**src/hw/rtl/gbb_pkg.sv**
```systemverilog
// ----------------------------------------------------------------------------
// gbb_pkg
// Shared constants, register codes and stage structs for the grey 3x3
// box blur block.
// ----------------------------------------------------------------------------
`default_nettype none

package gbb_pkg;

  // Widths of the pixel, configuration and counter fields.
  localparam int unsigned PIX_W         = 8;
  localparam int unsigned CFG_W         = 12;
  localparam int unsigned COL_W         = 11;

  // Image size limits and reset values.
  localparam int unsigned MAX_WIDTH_DEF = 2048;
  localparam int unsigned HEIGHT_LIMIT  = 2048;
  localparam int unsigned MIN_SIZE      = 3;
  localparam int unsigned WIN_EDGE      = 2;
  localparam logic [CFG_W-1:0] WIDTH_RST  = CFG_W'(640);
  localparam logic [CFG_W-1:0] HEIGHT_RST = CFG_W'(480);

  // Register port.
  localparam int unsigned APB_DW        = 32;
  localparam int unsigned APB_AW        = 3;

  // Grey conversion: weights in units of 1/1024.
  localparam int unsigned W_FIRST       = 307;
  localparam int unsigned W_SECOND      = 604;
  localparam int unsigned W_THIRD       = 113;
  localparam int unsigned GREY_SHIFT    = 10;
  localparam int unsigned GREY_ACC_W    = 18;

  // Window mean: floor(sum / 9) is (sum * 3641) >> 15 for every sum of nine bytes.
  localparam int unsigned WIN_TAPS      = 9;
  localparam int unsigned SUM_W         = 12;
  localparam int unsigned DIV9_MUL      = 3641;
  localparam int unsigned DIV9_SHIFT    = 15;
  localparam int unsigned PROD_W        = 24;

  // Register index codes.
  typedef enum logic [0:0] {
    REG_WIDTH  = 1'b0,
    REG_HEIGHT = 1'b1
  } gbb_reg_t;

  // Image size in use after clamping.
  typedef struct packed {
    logic [CFG_W-1:0] width;
    logic [CFG_W-1:0] height;
  } gbb_size_t;

  // Per-pixel flags that travel with a request.
  typedef struct packed {
    logic emit;
    logic last;
    logic in_range;
  } gbb_meta_t;

  // Window sum handed from the window stage to the mean stage.
  typedef struct packed {
    logic             valid;
    logic             last;
    logic [SUM_W-1:0] sum;
  } gbb_sum_t;

endpackage

`default_nettype wire

```
**src/hw/rtl/gbb_if.sv**
```systemverilog
// ----------------------------------------------------------------------------
// gbb_if
// Valid/ready channel interfaces for the color pixel input and the
// blurred grey result output.
// ----------------------------------------------------------------------------
`default_nettype none


interface gbb_out_if;
  logic                       valid;
  logic                       ready;
  logic [gbb_pkg::PIX_W-1:0]  blur_value;
  logic                       frame_end;

  modport source (output valid, blur_value, frame_end, input ready);
  modport sink   (input valid, blur_value, frame_end, output ready);
endinterface

`default_nettype wire

```
**src/hw/rtl/gbb_mean.sv**
```systemverilog
// ----------------------------------------------------------------------------
// gbb_mean
// Divides the window sum by nine with a reciprocal multiply, then holds the
// result in the output register that drives the result channel.
// ----------------------------------------------------------------------------
`default_nettype none

module gbb_mean (
  input  wire logic               clk,
  input  wire logic               rst_n,
  input  wire gbb_pkg::gbb_sum_t  sum_in,
  output logic                    sum_ready,
  gbb_out_if.source               out_chan
);

  logic                        s3_vld_r;
  logic                        s3_last_r;
  logic [gbb_pkg::SUM_W-1:0]   s3_sum_r;
  logic                        out_vld_r;
  logic                        out_last_r;
  logic [gbb_pkg::PIX_W-1:0]   blur_r;

  logic                        o_rdy;
  logic [gbb_pkg::PROD_W-1:0]  prod;
  logic [gbb_pkg::PIX_W-1:0]   quot;

  assign o_rdy     = !out_vld_r || out_chan.ready;
  assign sum_ready = !s3_vld_r || o_rdy;

  // Stage 3 sum register.
  always_ff @(posedge clk) begin
    if (!rst_n) begin
      s3_vld_r <= 1'b0;
    end else if (sum_ready) begin
      s3_vld_r <= sum_in.valid;
    end
  end

  always_ff @(posedge clk) begin
    if (sum_ready && sum_in.valid) begin
      s3_sum_r  <= sum_in.sum;
      s3_last_r <= sum_in.last;
    end
  end

  // Truncated quotient by nine.
  always_comb begin
    prod = gbb_pkg::PROD_W'(s3_sum_r) * gbb_pkg::PROD_W'(gbb_pkg::DIV9_MUL);
    quot = prod[gbb_pkg::DIV9_SHIFT +: gbb_pkg::PIX_W];
  end

  // Output register: holds the result until the receiver takes it.
  always_ff @(posedge clk) begin
    if (!rst_n) begin
      out_vld_r <= 1'b0;
    end else if (o_rdy) begin
      out_vld_r <= s3_vld_r;
    end
  end

  always_ff @(posedge clk) begin
    if (o_rdy && s3_vld_r) begin
      blur_r     <= quot;
      out_last_r <= s3_last_r;
    end
  end

  assign out_chan.valid      = out_vld_r;
  assign out_chan.blur_value = blur_r;
  assign out_chan.frame_end  = out_last_r;

endmodule

`default_nettype wire

```
**src/flat_wrapper.sv**
```systemverilog
// flat-port wrapper written by rule: the top's interface ports become plain ports
module gbb_mean_flat 
  (clk, rst_n, sum_in, sum_ready, out_chan_valid, out_chan_blur_value, out_chan_frame_end, out_chan_ready);
  gbb_out_if out_chan_i ();
  input  wire logic clk;
  input  wire logic rst_n;
  input  wire gbb_pkg::gbb_sum_t sum_in;
  output logic sum_ready;
  output wire logic [$bits(out_chan_i.valid)-1:0] out_chan_valid;
  output wire logic [$bits(out_chan_i.blur_value)-1:0] out_chan_blur_value;
  output wire logic [$bits(out_chan_i.frame_end)-1:0] out_chan_frame_end;
  input wire logic [$bits(out_chan_i.ready)-1:0] out_chan_ready;
  assign out_chan_valid = out_chan_i.valid;
  assign out_chan_blur_value = out_chan_i.blur_value;
  assign out_chan_frame_end = out_chan_i.frame_end;
  assign out_chan_i.ready = out_chan_ready;
  gbb_mean u_core (.clk(clk), .rst_n(rst_n), .sum_in(sum_in), .sum_ready(sum_ready), .out_chan(out_chan_i));
endmodule
```
**config.mk**
```make
export PLATFORM = sky130hd
export DESIGN_NAME = gbb_mean_flat
export DESIGN_NICKNAME = d
export VERILOG_FILES = /design/src/hw/rtl/gbb_pkg.sv /design/src/hw/rtl/gbb_if.sv /design/src/hw/rtl/gbb_mean.sv /design/src/flat_wrapper.sv
export SDC_FILE = /design/constraint.sdc
export NUM_CORES = 1
export LEC_CHECK = 0
export CAP_MARGIN = 20
export CORE_MARGIN = 1.5
export CORE_UTILIZATION = 30
export DETAILED_ROUTE_END_ITERATION = 16
export DONT_BUFFER_PORTS = 1
export HOLD_SLACK_MARGIN = 0.08
export PLACE_DENSITY = 0.48
export SYNTH_ARGS = -nofsm -noshare
export SYNTH_HDL_FRONTEND = slang
export SYNTH_SLANG_ARGS = --single-unit
```
**constraint.sdc**
```tcl
create_clock -name clk -period 11.68 [get_ports clk]
set_input_delay 2.336 -clock clk [delete_from_list [all_inputs] [get_ports clk]]
set_output_delay 2.336 -clock clk [all_outputs]
set_load 0.02 [all_outputs]
```
* After elaboration in Yosys (flattened, before gate mapping)
Cells that the tools add are included.
** Cells by class
- Multiply operators :: 1
- Reductions and logical operators :: 6
** Operators with widths (count)
- multiplier 12 x 12 -> 23 bit, second input constant :: 1
- logical AND 1 bit :: 2
- logical NOT 1 bit :: 2
- logical OR 1 bit :: 2
** Word-level totals
- Bits in registers :: 24
- Bits of input ports :: 17
- Output and inout port bits :: 11

* Longest topological paths before layout
Gate-level depths: netlist (run 1).
- Depth in word-level cells :: 4
- Gate-level depth with buffers :: 18
- Mapped depth without buffers :: 18

* Worst setup path after synthesis (run 1)
OpenSTA, ideal clock, no wires.
- Kind :: input to output
- From :: input out_chan_ready
- To :: output sum_ready
- Cell stages on the path :: 2
- Buffers on the path :: 0
- Slack :: 6637 ps
- Required time :: 9344 ps
- Arrival :: 2707 ps
- Path through :: nor2b_1 nand2_1
** On the way
- Longest elaborated chain between the ends :: 2
** Ends and longest elaborated chain
- start: declaration :: line flat_wrapper.sv:12 : input wire logic [$bits(out_chan_i.ready)-1:0] out_chan_ready;
- logical OR 1 bit :: line gbb_mean.sv:27 : assign o_rdy = !out_vld_r || out_chan.ready;
- logical OR 1 bit :: line gbb_mean.sv:28 : assign sum_ready = !s3_vld_r || o_rdy;
- end: declaration :: line flat_wrapper.sv:8 : output logic sum_ready;
Every way passes these cells.

* Final worst setup path (run 1)
Same ends and word-level chain as after synthesis.

==> key figures, run 1 <==
Outcome
  • Status: complete, no violations

Placement
  • Routability cong.: 0.794
  • Dpl hpwl: 4.57 mm
  • Placed cell area: 2980 um^2
  • Placed insts: 374
  • IO buf count: 0

Clocking
  • # resized after CTS: 0
  • CTS tree: done
  • Worst-skew pair later-pin latency: 0.27 ns
  • Setup bufs post-CTS: 0
  • Clock transition at the registers of the reported paths: 0.09 ns
  • Clock Tree Root: clkbuf_8
  • CTS Hold Buffers Added: 0
  • CTS sink count: 24
  • Longest Clk Path Bufs: 2
  • Number of CTS-inserted buffers: 3
  • Max H-tree Level: 1

Synthesis
  • Cells after synthesis: 263
  • Synthesized Nets: 375
  • Mapped cell area: 2840 um^2
  • Mean post-synth cell area: 10.8 um^2
  • Synth warn: 0
  • Sequential element share of the synthesized area: 24.7%
  • Distinct cells, synth: 29
  • Register bit total from synthesis: 24

Setup path
  • R2R Path Start: u_core.s3_sum_r[1]
  • Buf/Inv on CP: 0
  • Slowest-stage cell, CP: nor2b_1
  • Reg2reg end: u_core.out_chan.blur_value[7]
  • Critical path type: in2out
  • Critical path cell sequence: nor2b_1 > nand2_1
  • CP Max Fanout: 4
  • Top delay family on crit path: simple AND/OR/NAND/NOR gates
  • Reg-to-reg slack, setup: 6.87 ns
  • Critical Path RT: 9.34 ns
  • Critical Path Stages: 2
  • Worst reg2reg path depth: 18
  • Critical Path Sink Type: output port
  • CP Launch Type: primary input
  • CP max stage delay: 0.21 ns
  • CP Launch Point: out_chan_ready
  • Arrival @ worst endpoint: 2.76 ns
  • Setup crit end: sum_ready

Finish
  • Most frequent cells in the layout: inv_1 (68), ha_1 (66), fa_1 (29)
  • Final nets: 380
  • Diode count: 0
  • Final Non-Filler Cells: 378
  • Fin area: 3020 um^2
  • Share of layout cells above drive strength 1: 1.50%
  • Area growth from synthesis to layout: 6.48%
  • Most common cell after layout, fill and taps aside: inv_1

Detailed routing
  • DRC viols: 0
  • Routed WL per cell: 13.6 um
  • WL final: 5.14 mm
  • TritonRoute pass-1 iters: 4
  • First DRT Iteration DRCs: 29
  • Vias/cell: 4.58
  • Antenna Nets Post-Route: 0
  • Vias: 1730

Global route
  • Number of global-route vias before repair: 1819
  • Initial antenna violation count: 0
  • Total global-route track usage: 11.4%
  • First-pass GRT wire length: 8.84 mm
  • Largest net degree at the start of global routing: 14
  • Total gr overflow: 0

Pwr
  • Switching power: 317 uW
  • Switching portion of total power: 47.2%
  • Reg power frac: 22.9%
  • Logic pwr share: 69.4%
  • Worst vdd ir: 76.0 uV
  • Clock power frac: 7.7%
  • Leak: 0.00155 uW
  • P per Cell Area: 222 nW/um^2
  • Internal Power: 354 uW

STA
  • Relative slew slack: 44.3%
  • Final worst-path cycle share: 43.6%
  • Fmax: 196 MHz
  • Final Max Tran Viols: 0
  • Final number of hold-violating endpoints: 0
  • Slew @ Worst Pin: 0.833 ns
  • RSZ-0062 raised after global routing: false
  • Setup TNS: 0 ns
  • Min cycle time layout: 5.09 ns
  • Setup Viol. Count Final: 0
  • Layout Skew: 0.00816 ns

Worst hold path
  • Worst hold-check path type: reg2reg

Die
  • Starting Density: 30.9%
  • # IOs: 28
  • Die Footprint: 10100 um^2
  • Row count: 35
  • Core ar.: 9200 um^2
  • Die Ht: 100 um
  • Chip Width: 100 um

Run
  • Number of max-cap violations: 0
[cells in the mapped netlist, drive strengths merged]
library cell / instances / area share, %
inv: 68 / 9.0
ha: 66 / 29
fa: 29 / 20
edfxtp: 22 / 23
a21oi: 12 / 2.2
nand2: 7 / 0.93
nand4: 7 / 1.5
xor2: 7 / 2.2
a21o: 6 / 1.6
xnor2: 6 / 1.9
nor2: 5 / 0.66
nand3: 4 / 0.71
o21ai: 4 / 0.71
nor2b: 3 / 0.66
and3: 2 / 0.44
dfxtp: 2 / 1.4
nor3: 2 / 0.35
a211oi: 1 / 0.26
a221o: 1 / 0.35
a22oi: 1 / 0.26
a31oi: 1 / 0.22
and2: 1 / 0.22
nor3b: 1 / 0.26
o21a: 1 / 0.26
o21bai: 1 / 0.26
o22ai: 1 / 0.22
o41a: 1 / 0.40
or2: 1 / 0.22
[metal layers]
metal  vias to the layer above  wire length (um)  part of all wire [%]  GRT usage (%)
met5                         -                 0                     0              0
met4                         0                74                   1.4           3.58
met3                         5                95                   1.8           1.32
met2                        24              2460                    48           18.9
met1                       822              2510                    49           15.4
li1                        879                 -                     -              -
[worst min path at each step]
stage	start	end	slack (ns)	depth (start not counted)
finish	u_core.s3_last_r	u_core.out_chan.frame_end	0.43	0
global route	u_core.s3_last_r	u_core.out_chan.frame_end	0.44	0
CTS	u_core.s3_last_r	u_core.out_chan.frame_end	0.43	0
detailed placement	u_core.s3_last_r	u_core.out_chan.frame_end	0.41	0
global placement	u_core.s3_last_r	u_core.out_chan.frame_end	0.41	0
floorplan	u_core.s3_last_r	u_core.out_chan.frame_end	0.40	0
[state kept, by name (all words and copies together) (netlist names)]
| register | count |
|---|---|
| u_core.s3_last_r | 1 |
| u_core.out_chan.valid | 1 |
| u_core.s3_vld_r | 1 |
| u_core.s3_sum_r | 12 |
| u_core.out_chan.frame_end | 1 |
| u_core.out_chan.blur_value | 8 |
[kinds of logic after synthesis]
family | share of synthesized area [%]
AND/OR/NAND/NOR | 5.99
AO/OA/AOI/OAI | 6.79
buffers and inverters | 8.99
flip-flops | 24.7
XOR/XNOR | 4.01
adder cells (fa/ha/maj) | 49.5
[power by group through the flow]
stage          Sequential, uW  Clock (uW)  Combinational (uW)
2_1_floorplan             153           0                 370
3_3_place_gp              157           0                 466
3_5_place_dp              157           0                 468
4_1_cts                   155        55.2                 474
5_1_grt                   156        59.0                 540
6_report                  154        51.8                 466
[layout make-up]
type                    count  area [um^2]
clock buffers               4         45.0
inverters                  68          255
well taps                 111          139
flip-flops and latches     24          701
fillers                   957         6170
multi-input cells         171         1880
[metrics by stage]
step | utilization, % | setup WS (ns) | total power, uW | hold WS [ns]
after global routing | 32.9 | 6.52 | 754 | 0.438
final | 32.9 | 6.59 | 672 | 0.430
after CTS | 32.9 | 6.58 | 684 | 0.433
after floorplan | - | 6.64 | 523 | 0.400
after detailed placement | 32.4 | 6.59 | 624 | 0.415
after global placement | 32.4 | 6.61 | 622 | 0.406
Note: power is estimated with default switching activity, not from simulation.
==> run 2, diff against run 1 <==
- clock period: 11.68 -> 4.9 ns (I/O delays scaled with it)
==> run 2 against run 1 <==
Against the previous run:
- first-iteration DRC count rose by 28%
- critical path type is now reg2reg
- register-to-register slack got worse by 6.7 ns
- via count rose by 2.7%
- non-clock buffer count rose by 19
- cell area rose by 6.3%
- sequential share of layout area fell by 1.4 points
==> key figures, run 2 (synthesis gave the netlist of run 1 again) <==
Outcome
  • Status: complete, no violations

Finish
  • Final core utilization: 34.9% (+2.1 points)
  • Area growth from synthesis to layout: 13.2%
  • Largest register FFs: 12 (unchanged)
  • Diode count: 0 (unchanged)
  • Biggest register: u_core.s3_sum_r
  • Most common cell after layout, fill and taps aside: inv_1
  • Fin area: 3210 um^2 (+6.3%)
  • FILL cells: 958 (+0.10%)
  • Final Non-Filler Cells: 397 (+5.0%)
  • Share of layout cells above drive strength 1: 10.8% (+9.3 points)
  • Most frequent cells in the layout: inv_1 (66), ha_1 (62), fa_1 (28)
  • Final nets: 399 (+5.0%)

Global route
  • M2 GR Usage: 19.2% (+0.26 points)
  • Total gr overflow: 0 (unchanged)
  • Global Route met3 Usage: 1.53% (+0.21 points)
  • Initial antenna violation count: 0 (unchanged)
  • Largest net degree at the start of global routing: 14 (unchanged)
  • Met1 Track Usage GR: 16.3% (+0.90 points)
  • Number of global-route vias before repair: 1810 (-0.49%)
  • First-pass GRT wire length: 9.05 mm (+2.4%)
  • Gr busiest metal: met2
  • Total global-route track usage: 11.7% (+0.38 points)

Detailed routing
  • WL final: 5.51 mm (+7.1%)
  • DRC viols: 0 (unchanged)
  • Antenna Nets Post-Route: 0 (unchanged)
  • Vias/cell: 4.47 (-2.3%)
  • TritonRoute pass-1 iters: 4 (unchanged)
  • Vias: 1776 (+2.7%)
  • Routed WL per cell: 13.9 um (+2.0%)
  • First DRT Iteration DRCs: 37 (+28%)

Setup path
  • Critical Path RT: 5.04 ns (-4.30 ns)
  • Worst reg2reg path depth: 18 (unchanged)
  • Setup crit end: u_core.out_chan.blur_value[7]
  • Critical path type: reg2reg
  • Reg2reg end: u_core.out_chan.blur_value[7]
  • CP Launch Type: register
  • Critical Path Sink Type: register
  • R2R Path Start: u_core.s3_sum_r[1]
  • Reg-to-reg slack, setup: 0.19 ns (-6.68 ns)
  • Arrival @ worst endpoint: 4.85 ns (+2.09 ns)
  • CP Max Fanout: 5 (+1)
  • CP Launch Point: u_core.s3_sum_r[1]

Die
  • Die Ht: 100 um (unchanged)
  • Die Footprint: 10100 um^2 (unchanged)
  • Starting Density: 30.9% (unchanged)
  • # IOs: 28 (unchanged)
  • Core ar.: 9200 um^2 (unchanged)
  • Chip Width: 100 um (unchanged)
  • Row count: 35 (unchanged)

Clocking
  • Max H-tree Level: 1 (unchanged)
  • Clock transition at the registers of the reported paths: 0.09 ns (about the same)
  • Longest Clk Path Bufs: 2 (unchanged)
  • CTS tree: done
  • Number of CTS-inserted buffers: 3 (unchanged)
  • CTS sink count: 24 (unchanged)
  • Clock Tree Root: clkbuf_8
  • Worst-skew pair later-pin latency: 0.27 ns (about the same)
  • CTS Hold Buffers Added: 0 (unchanged)

STA
  • Final hold slack: 0.426 ns (-0.00451 ns)
  • Relative slew slack: 46.0% (+1.7 points)
  • Min cycle time layout: 4.71 ns
  • Final Max Tran Viols: 0 (unchanged)
  • Final WS setup: 0.194 ns (-6.40 ns)
  • Fmax: 212 MHz
  • Final worst-path cycle share: 96.0%
  • Slew @ Worst Pin: 0.808 ns (-0.0258 ns)
  • Layout Skew: 0.00378 ns (-0.00438 ns)
  • Final number of hold-violating endpoints: 0 (unchanged)
  • Setup Viol. Count Final: 0 (unchanged)

Placement
  • Placed insts: 376 (+0.53%)
  • Dpl hpwl: 4.79 mm (+4.8%)
  • Routability cong.: 0.794 (about the same)
  • DP Worst Slack: 0.110 ns (-6.48 ns)
  • Placed cell area: 2990 um^2 (+0.50%)
  • IO buf count: 0 (unchanged)

Pwr
  • Worst vdd ir: 176 uV (+130%)
  • P per Cell Area: 533 nW/um^2 (+140%)
  • Leak: 0.00163 uW (+5.7%)

Worst hold path
  • Worst hold-check path type: reg2reg

Run
  • Number of max-cap violations: 0 (unchanged)
-- run 2: area by class of cell --
class / count / area [um^2] / area share (%)
inverter: 68 / 255 / 7.94
sequential: 24 / 701 / 21.8
tap: 111 / 139 / 4.32
timing repair buffer: 19 / 143 / 4.44
clock buffer: 4 / 45.0 / 1.40
multi-input combinational: 171 / 1930 / 60.1
-- run 2: repair_timing --
action,4_1_cts,5_1_grt
endpoints found under the setup margin,0,3
gates resized for setup,0,8
buffers inserted,0,17
-- run 2: report_power, final --
group | switching, uW | total [uW] | leakage [uW] | internal [uW]
Sequential | 55.8 | 364 | 0.000228 | 308
Clock | 68.2 | 126 | 0.0000228 | 58.3
Combinational | 666 | 1220 | 0.00138 | 556
Total | 790 | 1710 | 0.00163 | 923
-- run 2: through the flow --
| stage | setup TNS [ns] | power (uW) |
|---|---|---|
| after floorplan | 0 | 1250 |
| after global placement | 0 | 1510 |
| after detailed placement | 0 | 1510 |
| after CTS | 0 | 1650 |
| after global routing | -0.0171 | 1930 |
| final | 0 | 1710 |
-- run 2: worst min-delay path by stage --
| stage | from | to | cells after the start |
|---|---|---|---|
| after floorplan | u_core.s3_last_r | u_core.out_chan.frame_end | 0 |
| after global placement | u_core.s3_last_r | u_core.out_chan.frame_end | 0 |
| after detailed placement | u_core.s3_last_r | u_core.out_chan.frame_end | 0 |
| after CTS | u_core.s3_last_r | u_core.out_chan.frame_end | 0 |
| after global routing | u_core.s3_last_r | u_core.out_chan.frame_end | 0 |
| final | u_core.s3_last_r | u_core.out_chan.frame_end | 0 |
-- run 2: per-layer routing --
layer	wire (um)	vias to the layer above	share of wire (%)
li1	-	915	-
met4	65	0	1.2
met2	2590	21	47
met5	0	-	0
met1	2720	835	49
met3	135	5	2.5
-- run 2: worst max-delay path, stage by stage (launching register included) --
cell      delay (ns)
edfxtp_1        0.37
inv_1           0.07
fa_1            0.53
inv_1           0.08
ha_4            0.27
inv_1           0.05
fa_1            0.52
inv_1           0.05
fa_1            0.53
inv_1           0.06
fa_1            0.52
inv_1           0.04
ha_1            0.19
nand4_1         0.09
and3_4          0.19
o21ai_0         0.08
a221o_1         0.41
o41a_1          0.45
nand4_1         0.08
