<file path="config.mk">
export PLATFORM = sky130hd
export DESIGN_NAME = gbb_cfg
export DESIGN_NICKNAME = d
export VERILOG_FILES = /design/src/hw/rtl/gbb_pkg.sv /design/src/hw/rtl/gbb_cfg.sv
export SDC_FILE = /design/constraint.sdc
export NUM_CORES = 1
export LEC_CHECK = 0
export BUFFER_PORTS_ARGS = -buffer_cell sky130_fd_sc_hd__buf_2
export CORE_MARGIN = 2
export CORE_UTILIZATION = 42
export DETAILED_ROUTE_END_ITERATION = 8
export PLACE_DENSITY_LB_ADDON = 0.25
export SLEW_MARGIN = 30
export SYNTH_ARGS = -nofsm -noshare
export SYNTH_HDL_FRONTEND = slang
export SYNTH_SLANG_ARGS = --single-unit
</file>
<file path="constraint.sdc">
create_clock -name clk -period 1.4 [get_ports clk]
set_input_delay 0.28 -clock clk [delete_from_list [all_inputs] [get_ports clk]]
set_output_delay 0.28 -clock clk [all_outputs]
set_load 0.01 [all_outputs]
</file>
<file path="src/hw/rtl/gbb_pkg.sv">
// ----------------------------------------------------------------------------
// gbb_pkg
// Shared constants, register codes and stage structs for the grey 3x3
// box blur block.
// ----------------------------------------------------------------------------
`default_nettype none

package gbb_pkg;

  // Widths of the pixel, configuration and counter fields.
  localparam int unsigned PIX_W         = 8;
  localparam int unsigned CFG_W         = 12;
  localparam int unsigned COL_W         = 11;

  // Image size limits and reset values.
  localparam int unsigned MAX_WIDTH_DEF = 2048;
  localparam int unsigned HEIGHT_LIMIT  = 2048;
  localparam int unsigned MIN_SIZE      = 3;
  localparam int unsigned WIN_EDGE      = 2;
  localparam logic [CFG_W-1:0] WIDTH_RST  = CFG_W'(640);
  localparam logic [CFG_W-1:0] HEIGHT_RST = CFG_W'(480);

  // Register port.
  localparam int unsigned APB_DW        = 32;
  localparam int unsigned APB_AW        = 3;

  // Grey conversion: weights in units of 1/1024.
  localparam int unsigned W_FIRST       = 307;
  localparam int unsigned W_SECOND      = 604;
  localparam int unsigned W_THIRD       = 113;
  localparam int unsigned GREY_SHIFT    = 10;
  localparam int unsigned GREY_ACC_W    = 18;

  // Window mean: floor(sum / 9) is (sum * 3641) >> 15 for every sum of nine bytes.
  localparam int unsigned WIN_TAPS      = 9;
  localparam int unsigned SUM_W         = 12;
  localparam int unsigned DIV9_MUL      = 3641;
  localparam int unsigned DIV9_SHIFT    = 15;
  localparam int unsigned PROD_W        = 24;

  // Register index codes.
  typedef enum logic [0:0] {
    REG_WIDTH  = 1'b0,
    REG_HEIGHT = 1'b1
  } gbb_reg_t;

  // Image size in use after clamping.
  typedef struct packed {
    logic [CFG_W-1:0] width;
    logic [CFG_W-1:0] height;
  } gbb_size_t;

  // Per-pixel flags that travel with a request.
  typedef struct packed {
    logic emit;
    logic last;
    logic in_range;
  } gbb_meta_t;

  // Window sum handed from the window stage to the mean stage.
  typedef struct packed {
    logic             valid;
    logic             last;
    logic [SUM_W-1:0] sum;
  } gbb_sum_t;

endpackage

`default_nettype wire

</file>
<file path="src/hw/rtl/gbb_cfg.sv">
// ----------------------------------------------------------------------------
// gbb_cfg
// Register port holding image width and height. Also gives the sizes in use,
// clamped to the supported range.
// ----------------------------------------------------------------------------
`default_nettype none

module gbb_cfg #(
  parameter int unsigned MAX_WIDTH = gbb_pkg::MAX_WIDTH_DEF
) (
  input  wire logic                         clk,
  input  wire logic                         rst_n,
  input  wire logic                         psel,
  input  wire logic                         penable,
  input  wire logic                         pwrite,
  input  wire logic [gbb_pkg::APB_AW-1:0]   paddr,
  input  wire logic [gbb_pkg::APB_DW-1:0]   pwdata,
  output logic      [gbb_pkg::APB_DW-1:0]   prdata,
  output logic                              pready,
  output gbb_pkg::gbb_size_t                size
);

  localparam int unsigned MW_BITS = $clog2(MAX_WIDTH + 1);
  localparam int unsigned LW = (MW_BITS > gbb_pkg::CFG_W) ? MW_BITS : gbb_pkg::CFG_W;

  logic [gbb_pkg::CFG_W-1:0] width_r;
  logic [gbb_pkg::CFG_W-1:0] height_r;
  gbb_pkg::gbb_reg_t         reg_sel;
  logic                      wr_req;
  logic [LW-1:0]             width_x;
  logic [LW-1:0]             width_l;
  logic [gbb_pkg::CFG_W-1:0] height_l;

  assign pready  = 1'b1;
  assign reg_sel = gbb_pkg::gbb_reg_t'(paddr[gbb_pkg::APB_AW-1:2]);
  assign wr_req  = psel && penable && pwrite;

  // Register writes complete in the access cycle.
  always_ff @(posedge clk) begin
    if (!rst_n) begin
      width_r  <= gbb_pkg::WIDTH_RST;
      height_r <= gbb_pkg::HEIGHT_RST;
    end else if (wr_req) begin
      case (reg_sel)
        gbb_pkg::REG_WIDTH:  width_r  <= pwdata[gbb_pkg::CFG_W-1:0];
        gbb_pkg::REG_HEIGHT: height_r <= pwdata[gbb_pkg::CFG_W-1:0];
        default: ;
      endcase
    end
  end

  // Read data returns the stored register value.
  always_comb begin
    case (reg_sel)
      gbb_pkg::REG_WIDTH:  prdata = gbb_pkg::APB_DW'(width_r);
      gbb_pkg::REG_HEIGHT: prdata = gbb_pkg::APB_DW'(height_r);
      default:             prdata = '0;
    endcase
  end

  // Clamp the sizes to the range the line stores and counters support.
  always_comb begin
    width_x = LW'(width_r);
    if (width_x < LW'(gbb_pkg::MIN_SIZE)) begin
      width_l = LW'(gbb_pkg::MIN_SIZE);
    end else if (width_x > LW'(MAX_WIDTH)) begin
      width_l = LW'(MAX_WIDTH);
    end else begin
      width_l = width_x;
    end
    if (height_r < gbb_pkg::CFG_W'(gbb_pkg::MIN_SIZE)) begin
      height_l = gbb_pkg::CFG_W'(gbb_pkg::MIN_SIZE);
    end else if (height_r > gbb_pkg::CFG_W'(gbb_pkg::HEIGHT_LIMIT)) begin
      height_l = gbb_pkg::CFG_W'(gbb_pkg::HEIGHT_LIMIT);
    end else begin
      height_l = height_r;
    end
    size.width  = width_l[gbb_pkg::CFG_W-1:0];
    size.height = height_l;
  end

endmodule

`default_nettype wire

</file>
## Yosys cells after proc, flatten, opt, wreduce, memory -nomap -nowiden

Index checks and enable logic that the tools add are counted.

- Flip-flop bits (word level): 24
- Word-level logic and storage cells: 16

- Order comparisons: 4
- Mux-type cells: 5
- Bitwise operators: 1
- Reduce and logical (&&, ||, !) cells: 4

Operators with widths:

| operator | count |
|---|---|
| one-hot mux 32 bit (2 select lines) | 1 |
| 2-to-1 mux 12 bit | 4 |
| > comparator 12 bit (second input constant) | 2 |
| < comparator 12 x 2 -> 1 bit (second input constant) | 2 |
| AND reduction 2 bit | 2 |
| logical AND 1 bit | 2 |
| inverter 1 bit | 1 |

## Longest topological paths before layout

Gate-level depths: netlist (run 1).

- Depth in word-level cells: 3
- Gate-level depth with buffers: 4
- Gate-level depth less buffers: 2

## Worst setup path before layout (run 1)

OpenSTA, ideal clock, no wires.

- Path type: flip-flop to output port
- Start point: register width_r[5] in the netlist's numbering
- End point: output size[12] in the netlist's numbering
- Arrival time: 1342 ps
- Data required time: 1120 ps
- Path slack: -222 ps
- Stages on the path, launching flop included: 3
- Path buffers: 0
- Cell sequence: dfxtp_1 -> or4_4 -> o41ai_1

RTL lines:

| element | RTL line | source |
|---|---|---|
| start: declaration | gbb_cfg.sv:26 | `logic [gbb_pkg::CFG_W-1:0] width_r;` |
| start signal: assignment | gbb_cfg.sv:41 | `width_r <= gbb_pkg::WIDTH_RST;` |
| start signal: assignment | gbb_cfg.sv:45 | `gbb_pkg::REG_WIDTH: width_r <= pwdata[gbb_pkg::CFG_W-1:0];` |
| end: declaration | gbb_cfg.sv:20 | `output gbb_pkg::gbb_size_t size` |

==> impl_results.md, run 1 <==
- Status: finished with violations
- Violated checks: negative setup slack
- Clk buf depth: 2
- # DRC: 0
- Die Ht: 63.4 um
- First DRT Iteration DRCs: 26
- Worst R2R Setup Slack: 0.52 ns
- Crit Path Category: reg -> out
- Synth Instances: 168
- Die area: ~4000 um^2
- Vias: 1300
- Hold_buf cts: 0
- Sum Neg Setup Slack: -2.92 ns
- LEAKAGE: around 1.1 nW
- HP Class: in -> reg
- Final setup violation count: 14
- Clock skew: 0 ns
- Hold Crit Start: pwdata[6]
- Overall Global Routing Usage: 18.6%
- R2r endpoint: width_r[7]
- Routability cong.: 0.729
- Fin crit share: 143%
- Max-Cap Viols: 0
- Global-route wire length before repair: 5930 um
- Core Rows: 21
- Arrival time worst endpoint: 1.72 ns
- Compound-Gate Fraction of Synth Area: 2.36%
- Place WS: -0.230 ns
- Num ports: between 90 and 100
- ANT nets after route: 0
- Pin count of the biggest net entering global routing: 21
- Vias per Instance: ~4.6
- Worst EP required: 1.12 ns
- Overflow left after global routing: 0
- Multiplexer share of the synthesized area: roughly a quarter
- Core area: roughly 3400 um^2
- CTS tree: done
- Port bufs: 53
- Hold Crit Depth: 3
- Via count of the first global-routing pass: about 1300
- Root Buffer: clkbuf_4
- Worst setup SP type: flip-flop
- Final worst slack: -0.599 ns
- Largest family of logic cells by synthesized area: simple AND/OR/NAND/NOR gates
- CP max FO: 2
- Layout cells sized above 1: 53.0%
- EDFF count, synth: 0
- Register area share after synthesis: 32.4%
- Clk slew on worst S/H paths: around 0.14 ns
- Layout Nets: 275
- DRT Pass-1 Iters: 4
- Pwr Density: 623 nW/um^2
- Peak supply drop: 0.385 mV
- Num CTS Buffers: 3
- Yosys cell types: 17
- Hpwl dp: 2660 um
- Peak Freq: 500 MHz
- Initial Util: 44.1%
- Routed wire length: 3770 um
- Hold Violations, Final: 0
- Cell Area, Synth: about 1500 um^2
- Core Util, Final: 66.0%
- CP endpoint kind: output port
- Routed length per placed instance: 13.5 um
- P&R area growth vs syn: 49.7%
- Avg Inst Size Synth: between 8 and 9 um^2
- Clk sinks: 24
- Top post-synthesis cells by area: dfxtp_1 (32%), mux2i_1 (16%), nor2b_1 (12%)
- Final min period: 2.00 ns
- Area leader, netlist: dfxtp_1
- Asr flop ratio synth: 0%
- Seq cells post-synth: 24
- RSZ-0062 raised after global routing: yes
- Register-to-Register Path Depth: 4
- Yosys top cell area share: 32.4%
- Synth Area in XOR/XNOR: 0%
- Hold EP: width_r[6]
- Clk Latency, worst-skew pair: ~0.31 ns
- Yosys Warn Count: 0
- Post-synthesis adder-cell area fraction: 0%
- Simple-gate share of the synthesized area: approximately a quarter
- Fillers: 296
- Initial antenna violation count: 0
- Final Max Slew Viols: 0
- Antenna cells: 0
- Top FF cell, synth: dfxtp_1
- Reg-to-reg startpoint: width_r[7]
- H-Tree Depth: 1
- Chip Width: 63.4 um
[cell usage after synthesis (2+ instances only)]
master     n
nand2_1   29
dfxtp_1   24
or4_1      3
buf_4     22
mux2i_1   24
o41ai_1    4
conb_1     2
nand2b_1   4
buf_2      2
clkbuf_1   9
mux2_2    12
nor2b_1   28
[per-layer routing]
layer | GRT usage, % | routed length (um) | vias up
li1 | - | - | 655
met1 | 22.4 | 1690 | 600
met2 | 33.7 | 1910 | 43
met3 | 3.21 | 167 | 2
met4 | 4.89 | 9 | 0
met5 | 0 | 0 | -
[worst max-delay path, cell delays in order, from the launching register on]
cell and delay, ns:
dfxtp_2 0.35, or4_4 0.58, o41ai_4 0.29, buf_2 0.18
[power breakdown]
part / total (W) / switching [W] / internal, W / leakage, nW
registers: 0.000717 / 0.0000163 / 0.000700 / 0.198
clock network: 0.000371 / 0.000212 / 0.000159 / 0.0210
logic: 0.000296 / 0.000147 / 0.000149 / 0.884
[kinds of logic (layout without fill, tap and decap cells)]
family	Yosys count	after routing
AO/OA/AOI/OAI	4	4
buffers and inverters	33	80
flip-flops	24	24
multiplexers	36	36
other	2	21
AND/OR/NAND/NOR	69	69
[flip-flops by register name, summed over array words and instances, names as in the netlist]
name / count
width_r: 12
height_r: 12
[cells in the final DEF (no fill, tap or decap), types with 5 or more instances in the layout]
cell,synthesis,final
buf_2,2,41
nand2_1,29,29
mux2i_1,24,24
nor2b_1,28,23
buf_6,0,23
conb_1,2,21
dfxtp_2,0,19
mux2_4,0,9
buf_4,22,8
dfxtp_1,24,5
[timing repair]
item	4_1_cts	5_1_grt
gates resized for setup	46	21
pin swaps	2	2
setup endpoints to repair	17	32
cloned	0	0
buffers inserted	1	5
[layout make-up]
| type | instances | area (um^2) | share of cell area, % |
|---|---|---|---|
| multi-input cells | 130 | 1020 | 45.8 |
| repair buffers | 76 | 604 | 27.2 |
| flip-flops and latches | 24 | 504 | 22.7 |
| well taps | 46 | 57.6 | 2.59 |
| clock buffers | 4 | 36.3 | 1.63 |
[how the worst max path moves through the flow]
stage	start	to
floorplan	width_r[4]	size[12]
global placement	height_r[2]	size[1]
detailed placement	height_r[2]	size[1]
CTS	width_r[11]	size[12]
global route	height_r[11]	size[1]
finish	width_r[5]	size[13]
[metrics by stage]
stage | std cells | power [W] | hold slack [ns] | area [um^2]
CTS | 278 | 0.00137 | 0.195 | 2130
global placement | 274 | 0.000976 | 0.459 | 1930
floorplan | 187 | 0.000922 | 0.422 | 1640
detailed placement | 274 | 0.000978 | 0.469 | 1930
finish | 280 | 0.00138 | 0.199 | 2220
global route | 280 | 0.00145 | 0.184 | 2220
Power figures use the tool's default switching activity.
==> run 2, diff against run 1 <==
Settings changed: RECOVER_POWER set to 25, SLEW_MARGIN 30 to 20.
==> run 2 against run 1 <==
  * The run still ends with negative setup slack left
  * Register-to-register slack hardly changed
  * Sequential share of layout area is 0.23 points higher
  * Sequential cell count stayed put
  * Die area stayed put
  * First-iteration DRC count is 3.8% lower
  * Routed wire length is 0.29% higher
  * Non-clock buffer count stayed put
  * Sequential power hardly changed
  * Hold slack better by 0.0023 ns
  * Count of clock-buffer cells in the layout stayed put
  * Core utilization is 0.67 points lower
  * Critical path type unchanged
  * Critical endpoint unchanged
  * Highest routed layer unchanged
==> impl_results.md, run 2 (synthesis gave the netlist of run 1 again) <==
- Final setup violation count: 16
- Hold Slack: 0.201 ns
- Die Ht: roughly 63 um
- Worst EP required: approximately 1.1 ns
- RSZ-0062 raised after global routing: yes
- Peak Freq: 500 MHz
- Sum Neg Setup Slack: -3.13 ns
- Hold Violations, Final: 0
- Core Util, Final: 65.3%
- Overflow left after global routing: 0
- Core Rows: 21
- Clk slew on worst S/H paths: approximately 0.13 ns
- HP Class: in -> reg
- Tightest Pin Transition: 0.502 ns
- Final min period: 2.00 ns
- Vias: between 1000 and 1500
- Routed length per placed instance: 13.5 um
- Register-to-Register Path Depth: 4
- Clk buf depth: 2
- Global-route wire length before repair: 5930 um
- Reg-to-reg startpoint: width_r[7]
- Hold Crit Depth: 3
- Clk sinks: 24
- Hold EP: width_r[6]
- LEAKAGE: approximately 1.1 nW
- Clk Latency, worst-skew pair: 0.31 ns
- Hpwl dp: 2660 um
- H-Tree Depth: 1
- Clock skew: 0 ns
- Crit Path Category: reg -> out
- Most frequent cells in the layout: buf_2 (41), nand2_1 (29), mux2i_1 (24)
- CP endpoint kind: output port
- R2r endpoint: width_r[7]
- Die area: 4020 um^2
- Final worst slack: -0.599 ns
- Worst setup SP type: flip-flop
- P&R area growth vs syn: 48.2%
- Via count of the first global-routing pass: 1275
- # DRC: 0
- Final Max Slew Viols: 0
- Num CTS Buffers: 3
- Fin crit share: 143%
- Status: finished with violations
- Top flop regs: height_r: 12 flops, width_r: 12 flops
- Routed wire length: ~3800 um
- ANT nets after route: 0
- Worst R2R Setup Slack: 0.52 ns
- Pin count of the biggest net entering global routing: 21
- Peak supply drop: 0.383 mV
- First DRT Iteration DRCs: 25
- Commonest non-fill, non-tap cell in the layout: buf_2
- Antenna cells: 0
- CP startpoint: width_r[5]
- Core area: 3360 um^2
- Overall Global Routing Usage: 18.6%
- CTS tree: done
- Routability cong.: ~0.73
- Worst slew margin: 66.5%
- Hold Crit Start: pwdata[6]
- Num ports: 97
- Violated checks: negative setup slack
- Initial antenna violation count: 0
- Vias per Instance: 4.64
- Max-Cap Viols: 0
- Chip Width: about 63 um
- Root Buffer: clkbuf_4
- Pwr Density: 627 nW/um^2
- CP max FO: 2
- Initial Util: 44.1%
- Port bufs: 53
- Arrival time worst endpoint: 1.72 ns
- Layout cells sized above 1: 52.1%
- Layout Nets: 275
- DRT Pass-1 Iters: 4
-- run 2: cell count changes in the layout (fill, tap and decap cells not counted), sizes merged --
cell    previous run  this run
buf               76        73
clkbuf             4         7
-- run 2: metal layers --
| metal | track usage (%) | wire length [um] | vias to the layer above |
|---|---|---|---|
| met5 | 0 | 0 | - |
| met4 | 4.89 | 9 | 0 |
| li1 | - | - | 655 |
| met1 | 22.4 | 1690 | 600 |
| met3 | 3.21 | 170 | 2 |
| met2 | 33.7 | 1910 | 43 |
-- run 2: worst max-delay path by stage --
stage | cells after the start | to
finish | 3 | size[13]
global route | 3 | size[1]
CTS | 3 | size[12]
detailed placement | 3 | size[1]
global placement | 3 | size[1]
floorplan | 2 | size[12]
-- run 2: through the flow --
| stage | setup WS (ns) | std cells | power (W) | cell area (um^2) |
|---|---|---|---|---|
| 2_1_floorplan | -0.0910 | 187 | 0.000922 | 1640 |
| 3_3_place_gp | -0.227 | 274 | 0.000976 | 1930 |
| 3_5_place_dp | -0.230 | 274 | 0.000978 | 1930 |
| 4_1_cts | -0.582 | 278 | 0.00137 | 2130 |
| 5_1_grt | -0.646 | 280 | 0.00144 | 2200 |
| 6_report | -0.599 | 280 | 0.00138 | 2200 |
-- run 2: worst max-delay path, cell delays in order (launching register included) --
cell	delay, ns
dfxtp_2	0.35
or4_4	0.58
o41ai_4	0.29
buf_2	0.18
-- run 2: power by group --
part           total (W)  internal [W]  switching (W)
Combinational   0.000292      0.000146       0.000146
Clock           0.000369      0.000159       0.000210
Sequential      0.000717      0.000700      0.0000164
-- run 2: layout make-up --
class / count / area [um^2]
Tap cell: 46 / 57.6
Multi-Input combinational cell: 130 / 1020
Fill cell: 299 / 1170
Clock buffer: 4 / 36.3
Timing Repair Buffer: 76 / 582
Sequential cell: 24 / 504
-- run 2: what timing repair did --
action | 4_1_cts | 5_1_grt
endpoints found under the setup margin | 17 | 32
pin swaps | 2 | 2
buffers inserted | 1 | 5
gates resized for setup | 46 | 21
hold endpoints to repair | 0 | 0
hold buffers | 0 | 0
==> run 3, diff against run 2 <==
Settings changed: TNS_END_PERCENT set to 50.
==> run 3 against run 2 <==
  * The run still ends with negative setup slack left
  * Hold slack lost 0.0011 ns
  * Sequential cell count is the same
  * Total power grew 11%
==> impl_results.md, run 3 (synthesis gave the netlist of run 1 again) <==
- Status: finished with violations
- Violated checks: negative setup slack
- Routed wire length: slightly below 4000 um
- Top flop regs: height_r: 12 flops, width_r: 12 flops
- Initial antenna violation count: 0
- Worst path max stage delay: 0.57 ns
- Clock skew: 0 ns
- First DRT Iteration DRCs: 37
- CTS tree: done
- Worst setup SP type: flip-flop
- Core area: 3360 um^2
- Num ports: 97
- Die Ht: 63.4 um
- P&R area growth vs syn: 53.4%
- Met3 WL: 197 um
- Worst EP required: 1.12 ns
- Vias: 1345
- Arrival time worst endpoint: between 1.5 and 2 ns
- DRT Pass-1 Iters: 4
- Num CTS Buffers: 3
- Sum Neg Setup Slack: -3.76 ns
- Final setup violation count: 32
- Clk Latency, worst-skew pair: roughly 0.31 ns
- Antenna cells: 0
- Via count of the first global-routing pass: 1224
- Global-route wire length before repair: 5910 um
- H-Tree Depth: 1
- Critical-path top delay cell: or4_4
- LEAKAGE: between 1 and 1.5 nW
- Clk buf depth: 2
- Final min period: ~2 ns
- Crit Path Category: reg -> out
- Non-filler cells, final: 285
- Overflow left after global routing: 0
- Root Buffer: clkbuf_4
- CP max FO: 2
- Hold Violations, Final: 0
- Overall Global Routing Usage: between 10% and 20%
- Port bufs: 53
- Layout Nets: 280
- RSZ-0062 raised after global routing: yes
- CP endpoint kind: output port
- Pwr Density: 671 nW/um^2
- Chip Width: approximately 63 um
- Initial Util: 44.1%
- Highest Signal Layer: met4
- Max-Cap Viols: 0
- HP Class: in -> reg
- ANT nets after route: 0
- Die area: 4020 um^2
- Fin crit share: 143%
- Pin count of the biggest net entering global routing: 30
- Routability cong.: 0.737
- Peak Freq: 499 MHz
- Clk slew on worst S/H paths: 0.14 ns
- # DRC: 0
- Met2 wire length: 1930 um
- Clk sinks: 24
- Placed insts: 273
- Vias per Instance: 4.72
- Final Max Slew Viols: 0
- Core Rows: 21
- Routed length per placed instance: 13.5 um
- Most frequent cells in the layout: buf_2 (40), buf_6 (31), nand2_1 (29)
- Critical-path cell list: or4_4 > o41ai_4 > buf_2
- Layout cells sized above 1: 52.7%
- Final worst slack: -0.604 ns
- Commonest non-fill, non-tap cell in the layout: buf_2
- M1 WL: between 1500 and 2000 um
- Peak supply drop: 0.373 mV
- Hpwl dp: 2600 um
run 3: what timing repair did:
| item | CTS | global route |
|---|---|---|
| hold buffers | 0 | 0 |
| pin swaps | 1 | 4 |
| resized for setup | 35 | 33 |
| endpoints found under the setup margin | 19 | 35 |
| buffers inserted | 5 | 4 |
run 3: stage by stage:
stage               utilization [%]  power, W  setup WS, ns  instance area [um^2]  hold WS [ns]
detailed placement             57.7  0.000981        -0.236                  1940         0.468
finish                         67.6   0.00153        -0.604                  2270         0.200
global placement               57.7  0.000978        -0.228                  1940         0.458
floorplan                         -  0.000922       -0.0910                  1640         0.422
CTS                            63.8   0.00151        -0.595                  2150         0.202
global route                   67.6   0.00159        -0.666                  2270         0.202
run 3: critical path, delay by kind of cell (launching register included):
family	cells	cell delay, ns
AOI/OAI and AO/OA	1	0.30
buffers and inverters	1	0.18
DFF	1	0.36
and+or+nand+nor	1	0.57
run 3: power breakdown:
part	switching [W]	total, W	internal (W)
sequential	0.0000157	0.000716	0.000700
clock	0.000219	0.000508	0.000289
combinational	0.000148	0.000301	0.000153
run 3: final cells by class:
cell class | count | area [um^2]
multi-input cells | 130 | 996
clock inverters | 1 | 30.0
fillers | 295 | 1090
repair buffers | 81 | 663
clock buffers | 3 | 22.5
well taps | 46 | 57.6
flip-flops and latches | 24 | 505
run 3: final timing paths:
kind         slack [ns]  cells after the start         from     endpoint
max reg2reg        0.54                      4  height_r[5]  height_r[5]
max               -0.60                      3  height_r[5]      size[1]
min reg2reg        0.49                      2  height_r[0]  height_r[0]
min                0.20                      3    pwdata[6]   width_r[6]
run 3: per-layer routing:
metal | vias to the layer above | track usage (%)
met5 | - | 0
met4 | 0 | 4.89
met3 | 2 | 3.04
met2 | 41 | 32.0
met1 | 642 | 23.8
li1 | 660 | -
